**config.mk**
```make
export PLATFORM = sky130hd
export DESIGN_NAME = bmp24_stream_decoder_unit
export DESIGN_NICKNAME = d
export VERILOG_FILES = /design/src/bmpd_pkg.sv /design/src/bmpd_in_reg.sv /design/src/bmpd_parse.sv /design/src/bmpd_out_fifo.sv /design/src/bmp24_stream_decoder_unit.sv
export SDC_FILE = /design/constraint.sdc
export NUM_CORES = 1
export LEC_CHECK = 0
export BUFFER_PORTS_ARGS = -buffer_cell sky130_fd_sc_hd__buf_4
export CAP_MARGIN = 15
export CORE_MARGIN = 2
export CORE_UTILIZATION = 50
export CTS_CLUSTER_DIAMETER = 30
export DETAILED_ROUTE_END_ITERATION = 8
export PLACE_DENSITY = 0.67
export SYNTH_ARGS = -nofsm -noshare
export SYNTH_HDL_FRONTEND = slang
export SYNTH_HIERARCHICAL = 1
export SYNTH_SLANG_ARGS = --single-unit
```
**constraint.sdc**
```tcl
create_clock -name i_clk -period 14.5 [get_ports i_clk]
set_input_delay 2.9 -clock i_clk [delete_from_list [all_inputs] [get_ports i_clk]]
set_output_delay 2.9 -clock i_clk [all_outputs]
set_load 0.02 [all_outputs]
```
**src/bmpd_pkg.sv**
```systemverilog
// Shared types and constants of the 24-bit BMP stream decoder.
// No dependencies; imported by bmpd_parse, bmpd_out_fifo, the top level and the checker.
package bmpd_pkg;

    // Image size limits, defaults for the top-level parameters
    localparam int MAX_WIDTH_DEF  = 4096;
    localparam int MAX_HEIGHT_DEF = 4096;

    // Configuration register map and reset values
    localparam int CFG_IDX_W = 1;
    localparam logic [CFG_IDX_W-1:0] CFG_CORE_MIN = 1'd0;
    localparam logic [CFG_IDX_W-1:0] CFG_EXT_MIN  = 1'd1;
    localparam logic [7:0] CORE_MIN_RST = 8'd12;
    localparam logic [7:0] EXT_MIN_RST  = 8'd40;

    // Result kinds
    localparam logic KIND_PIXEL = 1'b0;
    localparam logic KIND_ERROR = 1'b1;

    // Error codes
    typedef enum logic [2:0] {
        ERR_NONE       = 3'd0,
        ERR_MAGIC      = 3'd1,
        ERR_HEADER     = 3'd2,
        ERR_COMPRESSED = 3'd3,
        ERR_RANGE      = 3'd4
    } t_err_code;

    // One result word
    typedef struct packed {
        logic        kind;
        t_err_code   error_code;
        logic [7:0]  first_color;
        logic [7:0]  second_color;
        logic [7:0]  third_color;
        logic [11:0] pixel_column;
        logic [11:0] pixel_row;
        logic        last_pixel;
    } t_result;

endpackage

```
**src/bmpd_in_reg.sv**
```systemverilog
// Input register stage of the BMP stream decoder.
// Depends on nothing but the clock and reset; feeds bmpd_parse.
module bmpd_in_reg (
    input  logic       i_clk,
    input  logic       i_rst_n,
    input  logic       i_valid,
    output logic       o_ready,
    input  logic [7:0] i_data_byte,
    input  logic       i_start_of_file,
    input  logic       i_down_ready,
    output logic       o_valid,
    output logic [7:0] o_data_byte,
    output logic       o_start_of_file
);

    logic       r_valid;
    logic [7:0] r_data_byte;
    logic       r_start;

    // Take a new word when empty or when the held word moves on
    assign o_ready = !r_valid || i_down_ready;

    always_ff @(posedge i_clk) begin
        if (!i_rst_n) begin
            r_valid <= 1'b0;
        end else if (o_ready) begin
            r_valid <= i_valid;
        end
    end

    // Capture payload on accept
    always_ff @(posedge i_clk) begin
        if (i_valid && o_ready) begin
            r_data_byte <= i_data_byte;
            r_start     <= i_start_of_file;
        end
    end

    assign o_valid         = r_valid;
    assign o_data_byte     = r_data_byte;
    assign o_start_of_file = r_start;

endmodule

```
**src/bmpd_parse.sv**
```systemverilog
// Header parser, offset skipper and pixel assembler of the BMP stream decoder.
// Depends on bmpd_pkg; consumes one byte per fire and emits at most one result.
module bmpd_parse
    import bmpd_pkg::*;
#(
    parameter int MAX_WIDTH  = MAX_WIDTH_DEF,
    parameter int MAX_HEIGHT = MAX_HEIGHT_DEF
) (
    input  logic       i_clk,
    input  logic       i_rst_n,
    input  logic       i_fire,
    input  logic [7:0] i_data_byte,
    input  logic       i_start_of_file,
    input  logic [7:0] i_core_min,
    input  logic [7:0] i_ext_min,
    output logic       o_res_valid,
    output t_result    o_res
);

    localparam int WW = $clog2(MAX_WIDTH + 1);
    localparam int HW = $clog2(MAX_HEIGHT + 1);

    // Last byte positions of the header fields
    localparam logic [31:0] POS_MAGIC  = 32'd1;
    localparam logic [31:0] POS_OFFSET = 32'd13;
    localparam logic [31:0] POS_INFO   = 32'd17;
    localparam logic [31:0] POS_WIDTH  = 32'd21;
    localparam logic [31:0] POS_HEIGHT = 32'd25;
    localparam logic [31:0] POS_BPP    = 32'd29;
    localparam logic [31:0] POS_COMP   = 32'd33;
    localparam logic [31:0] POS_END    = 32'd53;
    localparam logic [5:0]  HDR_END_CORE = 6'd30;
    localparam logic [5:0]  HDR_END_EXT  = 6'd54;
    localparam logic [15:0] MAGIC_BM   = 16'h4D42;
    localparam logic [15:0] BPP_24     = 16'd24;

    typedef enum logic [2:0] {
        PH_WAIT,
        PH_HEADER,
        PH_SKIP,
        PH_PIXELS,
        PH_PAD
    } t_phase;

    t_phase          r_phase, n_phase;
    logic [31:0]     r_pos, n_pos;
    logic [31:0]     r_shift, n_shift;
    logic [31:0]     r_info, n_info;
    logic [31:0]     r_offset, n_offset;
    logic [WW-1:0]   r_width, n_width;
    logic [HW-1:0]   r_height, n_height;
    logic            r_wbig, n_wbig;
    logic            r_hbig, n_hbig;
    logic [1:0]      r_row_pad, n_row_pad;
    logic [WW-1:0]   r_col, n_col;
    logic [HW-1:0]   r_row, n_row;
    logic [1:0]      r_color, n_color;
    logic [7:0]      r_first, n_first;
    logic [7:0]      r_second, n_second;
    logic [1:0]      r_pad, n_pad;

    t_phase          phase_cur;
    logic [31:0]     shift_base;
    logic [31:0]     pos_base;
    logic [31:0]     pos_inc;
    logic [31:0]     shift_new;
    logic            do_fail;
    t_err_code       fail_code;
    logic            do_finish;
    logic [5:0]      fin_end;
    logic [WW-1:0]   col_inc;
    logic            last_pix;
    logic [1:0]      pad_dec;
    logic [31:0]     col32;
    logic [31:0]     row32;
    t_result         res;

    always_comb begin
        n_phase   = r_phase;
        n_pos     = r_pos;
        n_shift   = r_shift;
        n_info    = r_info;
        n_offset  = r_offset;
        n_width   = r_width;
        n_height  = r_height;
        n_wbig    = r_wbig;
        n_hbig    = r_hbig;
        n_row_pad = r_row_pad;
        n_col     = r_col;
        n_row     = r_row;
        n_color   = r_color;
        n_first   = r_first;
        n_second  = r_second;
        n_pad     = r_pad;

        res            = '0;
        res.kind       = KIND_PIXEL;
        res.error_code = ERR_NONE;
        o_res_valid    = 1'b0;

        // A file start restarts parsing at byte zero
        phase_cur  = r_phase;
        shift_base = r_shift;
        pos_base   = r_pos;
        if (i_start_of_file) begin
            phase_cur  = PH_HEADER;
            shift_base = '0;
            pos_base   = '0;
        end

        pos_inc   = pos_base + 32'd1;
        shift_new = {i_data_byte, shift_base[31:8]};
        col_inc   = r_col + WW'(1);
        last_pix  = (r_row == r_height - HW'(1)) && (r_col == r_width - WW'(1));
        pad_dec   = (r_pad != 2'd0) ? r_pad - 2'd1 : 2'd0;
        col32     = 32'(r_col);
        row32     = 32'(r_row);

        do_fail   = 1'b0;
        fail_code = ERR_NONE;
        do_finish = 1'b0;
        fin_end   = HDR_END_EXT;

        if (i_fire) begin
            n_phase = phase_cur;
            n_shift = shift_base;
            n_pos   = pos_base;
            case (phase_cur)
                PH_HEADER: begin
                    n_shift = shift_new;
                    n_pos   = pos_inc;
                    case (pos_base)
                        POS_MAGIC: begin
                            if (shift_new[31:16] != MAGIC_BM) begin
                                do_fail   = 1'b1;
                                fail_code = ERR_MAGIC;
                            end
                        end
                        POS_OFFSET: begin
                            n_offset = shift_new;
                        end
                        POS_INFO: begin
                            n_info = shift_new;
                            if (shift_new < 32'(i_core_min)) begin
                                do_fail   = 1'b1;
                                fail_code = ERR_HEADER;
                            end
                        end
                        POS_WIDTH: begin
                            n_width   = shift_new[WW-1:0];
                            n_wbig    = shift_new > 32'(MAX_WIDTH);
                            n_row_pad = shift_new[1:0];
                        end
                        POS_HEIGHT: begin
                            n_height = shift_new[HW-1:0];
                            n_hbig   = shift_new > 32'(MAX_HEIGHT);
                        end
                        POS_BPP: begin
                            if (shift_new[31:16] != BPP_24) begin
                                do_fail   = 1'b1;
                                fail_code = ERR_HEADER;
                            end else if (r_info < 32'(i_ext_min)) begin
                                do_finish = 1'b1;
                                fin_end   = HDR_END_CORE;
                            end
                        end
                        POS_COMP: begin
                            if (shift_new != 32'd0) begin
                                do_fail   = 1'b1;
                                fail_code = ERR_COMPRESSED;
                            end
                        end
                        POS_END: begin
                            do_finish = 1'b1;
                            fin_end   = HDR_END_EXT;
                        end
                        default: ;
                    endcase
                end
                PH_SKIP: begin
                    // Advance until the byte before the pixel offset
                    n_pos = pos_inc;
                    if (pos_inc == r_offset) begin
                        n_phase = PH_PIXELS;
                    end
                end
                PH_PIXELS: begin
                    case (r_color)
                        2'd0: begin
                            n_first = i_data_byte;
                            n_color = 2'd1;
                        end
                        2'd1: begin
                            n_second = i_data_byte;
                            n_color  = 2'd2;
                        end
                        default: begin
                            // Emit one pixel and step the position
                            o_res_valid      = 1'b1;
                            res.first_color  = r_first;
                            res.second_color = r_second;
                            res.third_color  = i_data_byte;
                            res.pixel_column = col32[11:0];
                            res.pixel_row    = row32[11:0];
                            res.last_pixel   = last_pix;
                            n_color = 2'd0;
                            n_col   = col_inc;
                            if (col_inc == r_width) begin
                                n_col = '0;
                                n_row = r_row + HW'(1);
                                if (last_pix) begin
                                    n_phase = PH_WAIT;
                                end else if (r_row_pad != 2'd0) begin
                                    n_pad   = r_row_pad;
                                    n_phase = PH_PAD;
                                end
                            end
                        end
                    endcase
                end
                PH_PAD: begin
                    // Drop row padding
                    n_pad = pad_dec;
                    if (pad_dec == 2'd0) begin
                        n_phase = PH_PIXELS;
                    end
                end
                default: ;
            endcase

            // Report a failed check, or close the header: range checks, then pick skip, pixels or wait
            if (do_fail) begin
                o_res_valid    = 1'b1;
                res.kind       = KIND_ERROR;
                res.error_code = fail_code;
                n_phase        = PH_WAIT;
            end else if (do_finish) begin
                if (r_offset < 32'(fin_end) || r_wbig || r_hbig) begin
                    o_res_valid    = 1'b1;
                    res.kind       = KIND_ERROR;
                    res.error_code = ERR_RANGE;
                    n_phase        = PH_WAIT;
                end else if (r_width == '0 || r_height == '0) begin
                    n_phase = PH_WAIT;
                end else begin
                    n_col   = '0;
                    n_row   = '0;
                    n_color = 2'd0;
                    n_phase = (r_offset == 32'(fin_end)) ? PH_PIXELS : PH_SKIP;
                end
            end
        end

        o_res = res;
    end

    always_ff @(posedge i_clk) begin
        if (!i_rst_n) begin
            r_phase <= PH_WAIT;
            r_pos   <= '0;
            r_shift <= '0;
        end else begin
            r_phase <= n_phase;
            r_pos   <= n_pos;
            r_shift <= n_shift;
        end
        r_info    <= n_info;
        r_offset  <= n_offset;
        r_width   <= n_width;
        r_height  <= n_height;
        r_wbig    <= n_wbig;
        r_hbig    <= n_hbig;
        r_row_pad <= n_row_pad;
        r_col     <= n_col;
        r_row     <= n_row;
        r_color   <= n_color;
        r_first   <= n_first;
        r_second  <= n_second;
        r_pad     <= n_pad;
    end

endmodule

```
**src/bmpd_out_fifo.sv**
```systemverilog
// Two-entry result buffer of the BMP stream decoder.
// Depends on bmpd_pkg for the result word type.
module bmpd_out_fifo
    import bmpd_pkg::*;
(
    input  logic    i_clk,
    input  logic    i_rst_n,
    input  logic    i_wr_valid,
    input  t_result i_wr_data,
    output logic    o_wr_ready,
    output logic    o_rd_valid,
    output t_result o_rd_data,
    input  logic    i_rd_ready
);

    t_result    r_mem [0:1];
    logic       r_wr_ptr;
    logic       r_rd_ptr;
    logic [1:0] r_count;
    logic       wr_en;
    logic       rd_en;

    assign o_wr_ready = (r_count != 2'd2);
    assign o_rd_valid = (r_count != 2'd0);
    assign o_rd_data  = r_mem[r_rd_ptr];
    assign wr_en      = i_wr_valid && o_wr_ready;
    assign rd_en      = o_rd_valid && i_rd_ready;

    // Store incoming words
    always_ff @(posedge i_clk) begin
        if (wr_en) begin
            r_mem[r_wr_ptr] <= i_wr_data;
        end
    end

    // Advance pointers and fill count
    always_ff @(posedge i_clk) begin
        if (!i_rst_n) begin
            r_wr_ptr <= 1'b0;
            r_rd_ptr <= 1'b0;
            r_count  <= 2'd0;
        end else begin
            if (wr_en) begin
                r_wr_ptr <= !r_wr_ptr;
            end
            if (rd_en) begin
                r_rd_ptr <= !r_rd_ptr;
            end
            case ({wr_en, rd_en})
                2'b10:   r_count <= r_count + 2'd1;
                2'b01:   r_count <= r_count - 2'd1;
                default: r_count <= r_count;
            endcase
        end
    end

endmodule

```
**src/bmp24_stream_decoder_unit.sv**
```systemverilog
// Top level of the streaming decoder for uncompressed 24-bit BMP files.
// Depends on bmpd_pkg, bmpd_in_reg, bmpd_parse and bmpd_out_fifo.
//
// The decoder takes one file byte per cycle, with no gaps needed between
// files, as long as the receiver keeps taking results. A byte is held in
// the input register; its result, if any, is written from there into a
// two-entry output buffer, which presents it on the output. The throughput
// of one byte per cycle is set by the single parse step between the input
// register and the output buffer; while the buffer is full the byte waits
// in the input register and the input stalls until a result word leaves.
// Errors are reported once per file, then bytes are ignored until the
// next start_of_file. Configuration writes are always taken (cfg ready
// is tied high) and should be made while idle.
module bmp24_stream_decoder_unit
    import bmpd_pkg::*;
#(
    parameter int MAX_WIDTH  = MAX_WIDTH_DEF,
    parameter int MAX_HEIGHT = MAX_HEIGHT_DEF
) (
    input  logic                 i_clk,
    input  logic                 i_rst_n,
    input  logic                 i_valid,
    output logic                 o_ready,
    input  logic [7:0]           i_data_byte,
    input  logic                 i_start_of_file,
    output logic                 o_valid,
    input  logic                 i_ready,
    output logic                 o_result_kind,
    output logic [2:0]           o_error_code,
    output logic [7:0]           o_first_color,
    output logic [7:0]           o_second_color,
    output logic [7:0]           o_third_color,
    output logic [11:0]          o_pixel_column,
    output logic [11:0]          o_pixel_row,
    output logic                 o_last_pixel,
    input  logic                 i_cfg_valid,
    output logic                 o_cfg_ready,
    input  logic [CFG_IDX_W-1:0] i_cfg_index,
    input  logic [7:0]           i_cfg_data
);

    logic [7:0] r_core_min_val;
    logic [7:0] r_ext_min_val;
    logic       st_valid;
    logic [7:0] st_byte;
    logic       st_start;
    logic       buf_ready;
    logic       res_valid;
    t_result    res;
    t_result    out_word;

    // Configuration registers
    assign o_cfg_ready = 1'b1;

    always_ff @(posedge i_clk) begin
        if (!i_rst_n) begin
            r_core_min_val <= CORE_MIN_RST;
            r_ext_min_val  <= EXT_MIN_RST;
        end else if (i_cfg_valid) begin
            case (i_cfg_index)
                CFG_CORE_MIN: r_core_min_val <= i_cfg_data;
                CFG_EXT_MIN:  r_ext_min_val  <= i_cfg_data;
                default: ;
            endcase
        end
    end

    bmpd_in_reg u_in_reg (
        .i_clk           (i_clk),
        .i_rst_n         (i_rst_n),
        .i_valid         (i_valid),
        .o_ready         (o_ready),
        .i_data_byte     (i_data_byte),
        .i_start_of_file (i_start_of_file),
        .i_down_ready    (buf_ready),
        .o_valid         (st_valid),
        .o_data_byte     (st_byte),
        .o_start_of_file (st_start)
    );

    bmpd_parse #(
        .MAX_WIDTH  (MAX_WIDTH),
        .MAX_HEIGHT (MAX_HEIGHT)
    ) u_parse (
        .i_clk           (i_clk),
        .i_rst_n         (i_rst_n),
        .i_fire          (st_valid && buf_ready),
        .i_data_byte     (st_byte),
        .i_start_of_file (st_start),
        .i_core_min      (r_core_min_val),
        .i_ext_min       (r_ext_min_val),
        .o_res_valid     (res_valid),
        .o_res           (res)
    );

    bmpd_out_fifo u_out_fifo (
        .i_clk      (i_clk),
        .i_rst_n    (i_rst_n),
        .i_wr_valid (res_valid),
        .i_wr_data  (res),
        .o_wr_ready (buf_ready),
        .o_rd_valid (o_valid),
        .o_rd_data  (out_word),
        .i_rd_ready (i_ready)
    );

    // Unpack the result word
    assign o_result_kind  = out_word.kind;
    assign o_error_code   = out_word.error_code;
    assign o_first_color  = out_word.first_color;
    assign o_second_color = out_word.second_color;
    assign o_third_color  = out_word.third_color;
    assign o_pixel_column = out_word.pixel_column;
    assign o_pixel_row    = out_word.pixel_row;
    assign o_last_pixel   = out_word.last_pixel;

endmodule

```
# == Word-level counts from Yosys, hierarchy flattened ==
# Memory sizes are Yosys's and may differ from the RTL's. A register that Yosys moved wholly into a read port is not among the register bits.
# Cells that the tools add are included.
# Widths: inputs -> output; s select.
# totals
ff_bits,229
ram_bits,106
input_bits,23
output_inout_bits,56
n_memories,1
# mem_list
name,depth,word_bits,rd,rd_clocked_by_memory_dff,write_ports,line_no,source
u_out_fifo.r_mem,2,53,1,1,1,bmpd_out_fifo.sv:16,t_result r_mem [0:1];
# classes
addsub,8
order_cmp,4
eq_ne,27
muxes,83
bitwise_logic,1
reduce_logical,33
# ops
cell,count
$mux 13,14
$eq 32x5->1 const B,4
$mux 32,4
$mux 49,2
$eq 32x6->1 const B,2
$lt 32x8->1,2
$mux 53,1
$eq 13x13->1,3
$mux 3,12
$add 32x1->32 const B,1
$eq 32x1->1 const B,1
$eq 32x32->1,1
$eq 32x4->1 const B,1
$eq 32x6->1,1
$gt 32x13->1 const B,1
$lt 32x6->1,1
$reduce_bool 32->1,1
$mux 6,5
$add 13x1->13 const B,2
$logic_not 13->1,2
$mux 2,13
$sub 13x1->13 const B,2
$mux 1,22
$reduce_and 3->1,6
26 further kinds,52

# == Longest topological paths before layout ==
# depth
word_depth,16
ltp_mapped,24
depth_no_buf,20

# == Modules after synthesis ==
# The synthesis kept the hierarchy.
# by_module_without_submodules
module,instances,cells_each,area_per_inst_um2
bmpd_parse,1,1334,12278.0
bmpd_out_fifo,1,189,4045.1
bmp24_stream_decoder_unit,1,68,663.1
bmpd_in_reg,1,14,327.8

# == Worst setup path after synthesis ==
# Ideal clock, no wire load.
# synth_path
path_kind,flip-flop to flip-flop
start,register u_in_reg.r_start (netlist: u_in_reg/o_start_of_file)
end,register u_parse.r_offset[0] (enable)
arrival_time_ns,5.826
slack_ns,8.161
path_stages_with_launch,12
n_path_buf,4
synth_period_minus_slack_ns,6.339
cell_sequence,edfxtp_1 clkbuf_1 inv_1 clkbuf_1 buf_1 clkbuf_1 nand2_1 ha_1 nor4b_1 nand4_1 or3_1 nor4b_1
# synth_via
elab_chain_cells,3
elab_cells_between_ends,5
# synth_lines
item,line_no,source
start: declaration,bmpd_in_reg.sv:18,logic r_start;
start signal: assignment,bmpd_in_reg.sv:35,r_start <= i_start_of_file;
$mux 32 / $mux 3 (equally long branches),bmpd_parse.sv:105,if (i_start_of_file) begin
$eq 32x4->1 / $eq 3x1->1 (equally long branches),"bmpd_parse.sv:132, bmpd_parse.sv:128",
$reduce_and 3->1 (no line) *,n/a,
end signal: assignment,bmpd_parse.sv:268,r_offset <= n_offset;
end: declaration,bmpd_parse.sv:49,"logic [31:0] r_offset, n_offset;"
# Every way passes the cells marked *; elsewhere a longest branch is shown, timed or not.
# A chain may end at the register's enable or synchronous reset.

# == Final worst setup path ==
# layout_path
start,register u_in_reg.r_start (netlist: u_in_reg/o_start_of_file)
end,memory u_out_fifo/r_mem[1][4] (netlist bit) (enable)
# layout_via
elab_chain_cells,16
elab_cells_between_ends,40
# layout_lines
item,line_no,source
$mux 32,bmpd_parse.sv:105,
$ne 16x5->1,bmpd_parse.sv:159,if (shift_new[31:16] != BPP_24) begin
$mux 6,bmpd_parse.sv:159,
$mux 6,bmpd_parse.sv:132,case (pos_base)
$mux 6,bmpd_parse.sv:128,case (phase_cur)
$mux 6,bmpd_parse.sv:124,if (i_fire) begin
$lt 32x6->1,bmpd_parse.sv:238,if (r_offset < 32'(fin_end) || r_wbig || r_hbig) begin
$logic_or 1x1->1 (2 in series),bmpd_parse.sv:238,
$mux 1,bmpd_parse.sv:238,
$mux 1,bmpd_parse.sv:237,end else if (do_finish) begin
$mux 1 *,bmpd_parse.sv:232,if (do_fail) begin
$mux 1 *,bmpd_parse.sv:124,
via res_valid,bmp24_stream_decoder_unit.sv:48,logic res_valid;
$logic_and 1x1->1 *,bmpd_out_fifo.sv:26,assign wr_en = i_wr_valid && o_wr_ready;
$mux 1 *,bmpd_out_fifo.sv:31,if (wr_en) begin
$mux 1 (implied by the code) *,bmpd_out_fifo.sv:32,r_mem[r_wr_ptr] <= i_wr_data;
end: declaration,bmpd_out_fifo.sv:16,
# Mark *: on every way through the listed nets, which the timed path passes. The rest lies on a longest branch. The select of a mux whose other input is x is not followed.

==> metrics.log <==
INFO  metric cts_tree = done
INFO  metric placeableCoreArea = 34300 sq um
INFO  metric power.share.switching = 21.6%
INFO  metric power.internal = 0.00198 W
INFO  metric gp_congestion = 0.893
INFO  metric gr-max-usage-layer = met2
INFO  metric final_max_slew_viol_count = 0
INFO  metric placement.io_buffers = 77
INFO  metric timing.slew.headroom = 28.1%
INFO  metric number_of_nets_still_failing_antenna_checks_after_routing = 0
INFO  metric crit_path_max_fanout = 49
INFO  metric power_frac_seq = 41.5%
INFO  metric hp-start = r_core_min_val[0]$_SDFFE_PN0P_
INFO  metric setup.worst_path.start_class = flip-flop
INFO  metric detailed_place_hpwl = 30.5 mm
INFO  metric diodes_inserted = 0
INFO  metric layout_min_cycle_time = 6090 ps
INFO  metric outcome = complete, no violations
INFO  metric syn2layout_area_growth = 17.4%
INFO  metric slowest_delay = 590 ps
INFO  metric crit-reg2reg-launch = u_in_reg/o_start_of_file$_DFFE_PP_
INFO  metric clkSlewWorstSetupHoldPaths = 50 ps
INFO  metric grt_use_met1 = 36.3%
INFO  metric power_leakage = 7.29 nW
INFO  metric family_with_the_most_delay_on_the_worst_path = simple AND/OR/NAND/NOR gates
INFO  metric cp_slowest_cell = sky130_fd_sc_hd__nor4_1
INFO  metric number_of_enable_flip_flop_cells_after_synthesis = 253
INFO  metric min-delay-path-class = flip-flop to flip-flop
INFO  metric die-area = 36100 sq um
INFO  metric rsz0062_at_grt = no
INFO  metric worst_ep_arrival_time = 6320 ps
INFO  metric worst-endpoint-required = 14730 ps
INFO  metric holdWs = 458 ps
INFO  metric cp-end-kind = flip-flop
INFO  metric final.period_utilization = 42.0%
INFO  metric drcViolationCount = 0
INFO  metric cts-root-buf = sky130_fd_sc_hd__clkbuf_16
INFO  metric maxcap_viol_count = 0
INFO  metric hold_buffers = 0
INFO  metric post_synth_arst_share = 0%
INFO  metric drt-total-wl = 44.6 mm
INFO  metric vdd_ir_drop_max = 81.5 uV
INFO  metric share_clk_of_total_power = 55.1%
INFO  metric grtUsageMet2 = 37.9%
INFO  metric timing.critical_path.mode_cell = sky130_fd_sc_hd__buf_4
INFO  metric timing.final.hold_violations = 0
INFO  metric post_cts.repair.setup_buffers = 0
INFO  metric yosys_register_bits = 334
INFO  metric cts_htree_levels = 2
INFO  metric globalRouteMet3Util = 4.41%
INFO  metric firstDrtPassIters = 6
INFO  metric final_nets = 1720
INFO  metric synth_cells = 1605
INFO  metric syn-cell-area = 17300 sq um
INFO  metric wl_per_cell = 20.5 um
INFO  metric detailedRoute.firstIterationViolations = 1175
INFO  metric cts_max_path_buffers = 3
INFO  metric hold-path-endpoint = r_core_min_val[0]$_SDFFE_PN0P_
INFO  metric number_of_global_route_vias_before_repair = 12300
INFO  metric globalRoute.totalOverflow = 0
INFO  metric design.portCount = 79
INFO  metric syn_nets = 1653
INFO  metric reg2reg_slack = 8410 ps
INFO  metric fin_tns_setup = 0 ps
INFO  metric via_count = 13000
INFO  metric combinational_share_of_power = 3.4%
INFO  metric finalSetupViolCount = 0
INFO  metric post_synth.cell_area_avg = 10.8 sq um
INFO  metric source_of_the_critical_timing_path = u_in_reg/o_start_of_file$_DFFE_PP_
INFO  metric critPathBufInv = 4
INFO  metric grtUsageTotal = 24.7%
INFO  metric grt_start_max_net_pins = 92
INFO  metric worstSetupPathType = flip-flop to flip-flop
INFO  metric clock_latency = 590 ps
INFO  metric die_h = 190 um
INFO  metric reg2reg_to = u_out_fifo/r_mem[1][4]$_DFFE_PP_
INFO  metric final_common_cell = sky130_fd_sc_hd__edfxtp_1
INFO  metric die_width = 190 um
INFO  metric synth_ff_type = sky130_fd_sc_hd__edfxtp_1
INFO  metric max_slew.worst_pin.slew = 1070 ps
INFO  metric rows = 68
INFO  metric via_per_instance_ratio = 5.97
INFO  metric yosysWarnings = 6
INFO  metric hold_path_depth = 2
INFO  metric grt_antenna_before_repair = 0
INFO  metric p_sw = 0.000545 W
INFO  metric ff2ff_path_depth = 18
INFO  metric synth_cell_type_count = 87
INFO  metric power_density = 124 nW/um^2
INFO  metric highest_attainable_clock_frequency = 164 MHz
INFO  metric crit_path_cell_trace = buf_4 > inv_1 > buf_4 > nand2_1 > ha_1 > nor4b_1 > nand4_1 > nor4_1 > nand4_1 > ha_1 > a31oi_1 > o21ai_0 > o31ai_1 > nor2b_1 > o21a_1 > a21o_1 > and3_2 > buf_4
INFO  metric yosysSeqAreaShare = 53.2%
INFO  metric post_cts_resize_count = 0
INFO  metric start_util = 50.5%
INFO  metric most-common-layout-cells = 253 x sky130_fd_sc_hd__edfxtp_1, 161 x sky130_fd_sc_hd__nand2_1, 98 x sky130_fd_sc_hd__buf_4, 83 x sky130_fd_sc_hd__nor2_1, 80 x sky130_fd_sc_hd__dfxtp_1
INFO  metric grt_pass1_wl = 70.1 mm
INFO  metric drive_gt1_share = 17.1%
INFO  metric cts_sinks = 334
INFO  metric final.setup_skew = 27.6 ps
INFO  metric numCtsBuffers = 61
## stage by stage
stage                     instances  setup WS, ps  utilization, %  cell area (sq um)  power (W)
after floorplan                1605          8160               -              17300    0.00112
after global placement         2063          8540            53.2              18300    0.00115
after detailed placement       2063          8470            53.2              18300    0.00115
after CTS                      2177          8430            59.2              20300    0.00254
after global routing           2178          7850            59.3              20300    0.00260
final                          2178          8410            59.3              20300    0.00252
## cell usage after synthesis (10+ instances only)
| master | number | share of area [%] |
|---|---|---|
| sky130_fd_sc_hd__a21boi_0 | 39 | 1.7 |
| sky130_fd_sc_hd__a21oi_1 | 53 | 1.5 |
| sky130_fd_sc_hd__a31oi_1 | 12 | 0.43 |
| sky130_fd_sc_hd__and2_1 | 10 | 0.36 |
| sky130_fd_sc_hd__and3_1 | 55 | 2.0 |
| sky130_fd_sc_hd__buf_2 | 17 | 0.49 |
| sky130_fd_sc_hd__clkbuf_1 | 69 | 1.5 |
| sky130_fd_sc_hd__dfxtp_1 | 81 | 9.4 |
| sky130_fd_sc_hd__edfxtp_1 | 253 | 44 |
| sky130_fd_sc_hd__ha_1 | 25 | 1.8 |
| sky130_fd_sc_hd__inv_1 | 36 | 0.78 |
| sky130_fd_sc_hd__mux2_2 | 55 | 3.6 |
| sky130_fd_sc_hd__mux2i_1 | 21 | 1.2 |
| sky130_fd_sc_hd__nand2_1 | 161 | 3.5 |
| sky130_fd_sc_hd__nand2b_1 | 14 | 0.51 |
| sky130_fd_sc_hd__nand3_1 | 42 | 1.2 |
| sky130_fd_sc_hd__nand3b_1 | 12 | 0.52 |
| sky130_fd_sc_hd__nand4_1 | 35 | 1.3 |
| sky130_fd_sc_hd__nor2_1 | 85 | 1.8 |
| sky130_fd_sc_hd__nor2b_1 | 57 | 2.1 |
| sky130_fd_sc_hd__nor3_1 | 47 | 1.4 |
| sky130_fd_sc_hd__nor4_1 | 51 | 1.8 |
| sky130_fd_sc_hd__o211ai_1 | 12 | 0.52 |
| sky130_fd_sc_hd__o21ai_0 | 61 | 1.8 |
| sky130_fd_sc_hd__o31ai_1 | 11 | 0.48 |
| sky130_fd_sc_hd__or3_1 | 22 | 0.79 |
| sky130_fd_sc_hd__or4_1 | 18 | 0.78 |
| sky130_fd_sc_hd__xnor2_1 | 75 | 3.8 |
| sky130_fd_sc_hd__xor2_1 | 20 | 1.0 |
## cells by family (layout without fill, tap and decap cells)
logic type	count (synthesis)	after routing	share of synthesized area (%)
adders and majority gates	25	25	1.81
DFF	334	334	53.2
buffers and inverters	132	250	3.16
xor gates and xnor gates	97	97	5.04
AOI/OAI and AO/OA	264	264	10.2
muxes	76	76	4.79
and+or+nand+nor	676	676	21.7
other	1	1	0.0217
## power by group through the flow
stage	Sequential [W]	Clock (W)	Combinational, W
2_1_floorplan	0.00106	0	0.0000613
3_3_place_gp	0.00106	0	0.0000840
3_5_place_dp	0.00106	0	0.0000848
4_1_cts	0.00105	0.00141	0.0000853
5_1_grt	0.00105	0.00146	0.0000938
6_report	0.00105	0.00139	0.0000854
## worst reg2reg max path: cells and delay by family (launching register included)
kind / cells / cell delay, ps
AND/OR/NAND/NOR: 7 / 2380
buffers and inverters: 4 / 1270
AO/OA/AOI/OAI: 5 / 1220
adder cells (fa/ha/maj): 2 / 540
flip-flops: 1 / 320
## registers in the layout, indices dropped and copies added, names as in the netlist, 2 cells and up, named ones only
register,flops
u_parse/r_info,32
u_out_fifo/r_count,2
u_parse/r_first,8
u_parse/r_phase,3
u_parse/r_pos,32
u_out_fifo/r_mem,106
u_parse/r_color,2
u_parse/r_shift,24
u_parse/r_second,8
r_core_min_val,8
u_in_reg/o_data_byte,8
u_parse/r_col,13
u_parse/r_height,13
u_parse/r_pad,2
u_parse/r_offset,32
u_parse/r_width,13
r_ext_min_val,8
u_parse/r_row,13
## area by class of cell
type,count,area (sq um)
multi-input cells,1139,7590
fillers,2771,14000
repair buffers,99,747
clock buffers,68,1600
flip-flops and latches,334,9220
well taps,455,569
inverters,37,139
clock inverters,46,463
## layer usage
metal	routed length, um	vias to the layer above	share of wire (%)
met5	0	-	0
met3	3230	69	7.2
met4	771	0	1.7
met2	20200	469	45
li1	-	6166	-
met1	20400	6294	46
## worst max path at each step
stage                                                    to  slack [ps]  cells past startpoint
final                      u_out_fifo/r_mem[1][4]$_DFFE_PP_        8410                     18
after global routing       u_out_fifo/r_mem[1][6]$_DFFE_PP_        7850                     18
after CTS                 u_out_fifo/r_mem[1][52]$_DFFE_PP_        8430                     18
after detailed placement   u_out_fifo/r_mem[1][6]$_DFFE_PP_        8470                     18
after global placement     u_out_fifo/r_mem[1][6]$_DFFE_PP_        8540                     18
after floorplan               u_parse/r_offset[0]$_DFFE_PP_        8160                     11
Power figures use the tool's default switching activity.
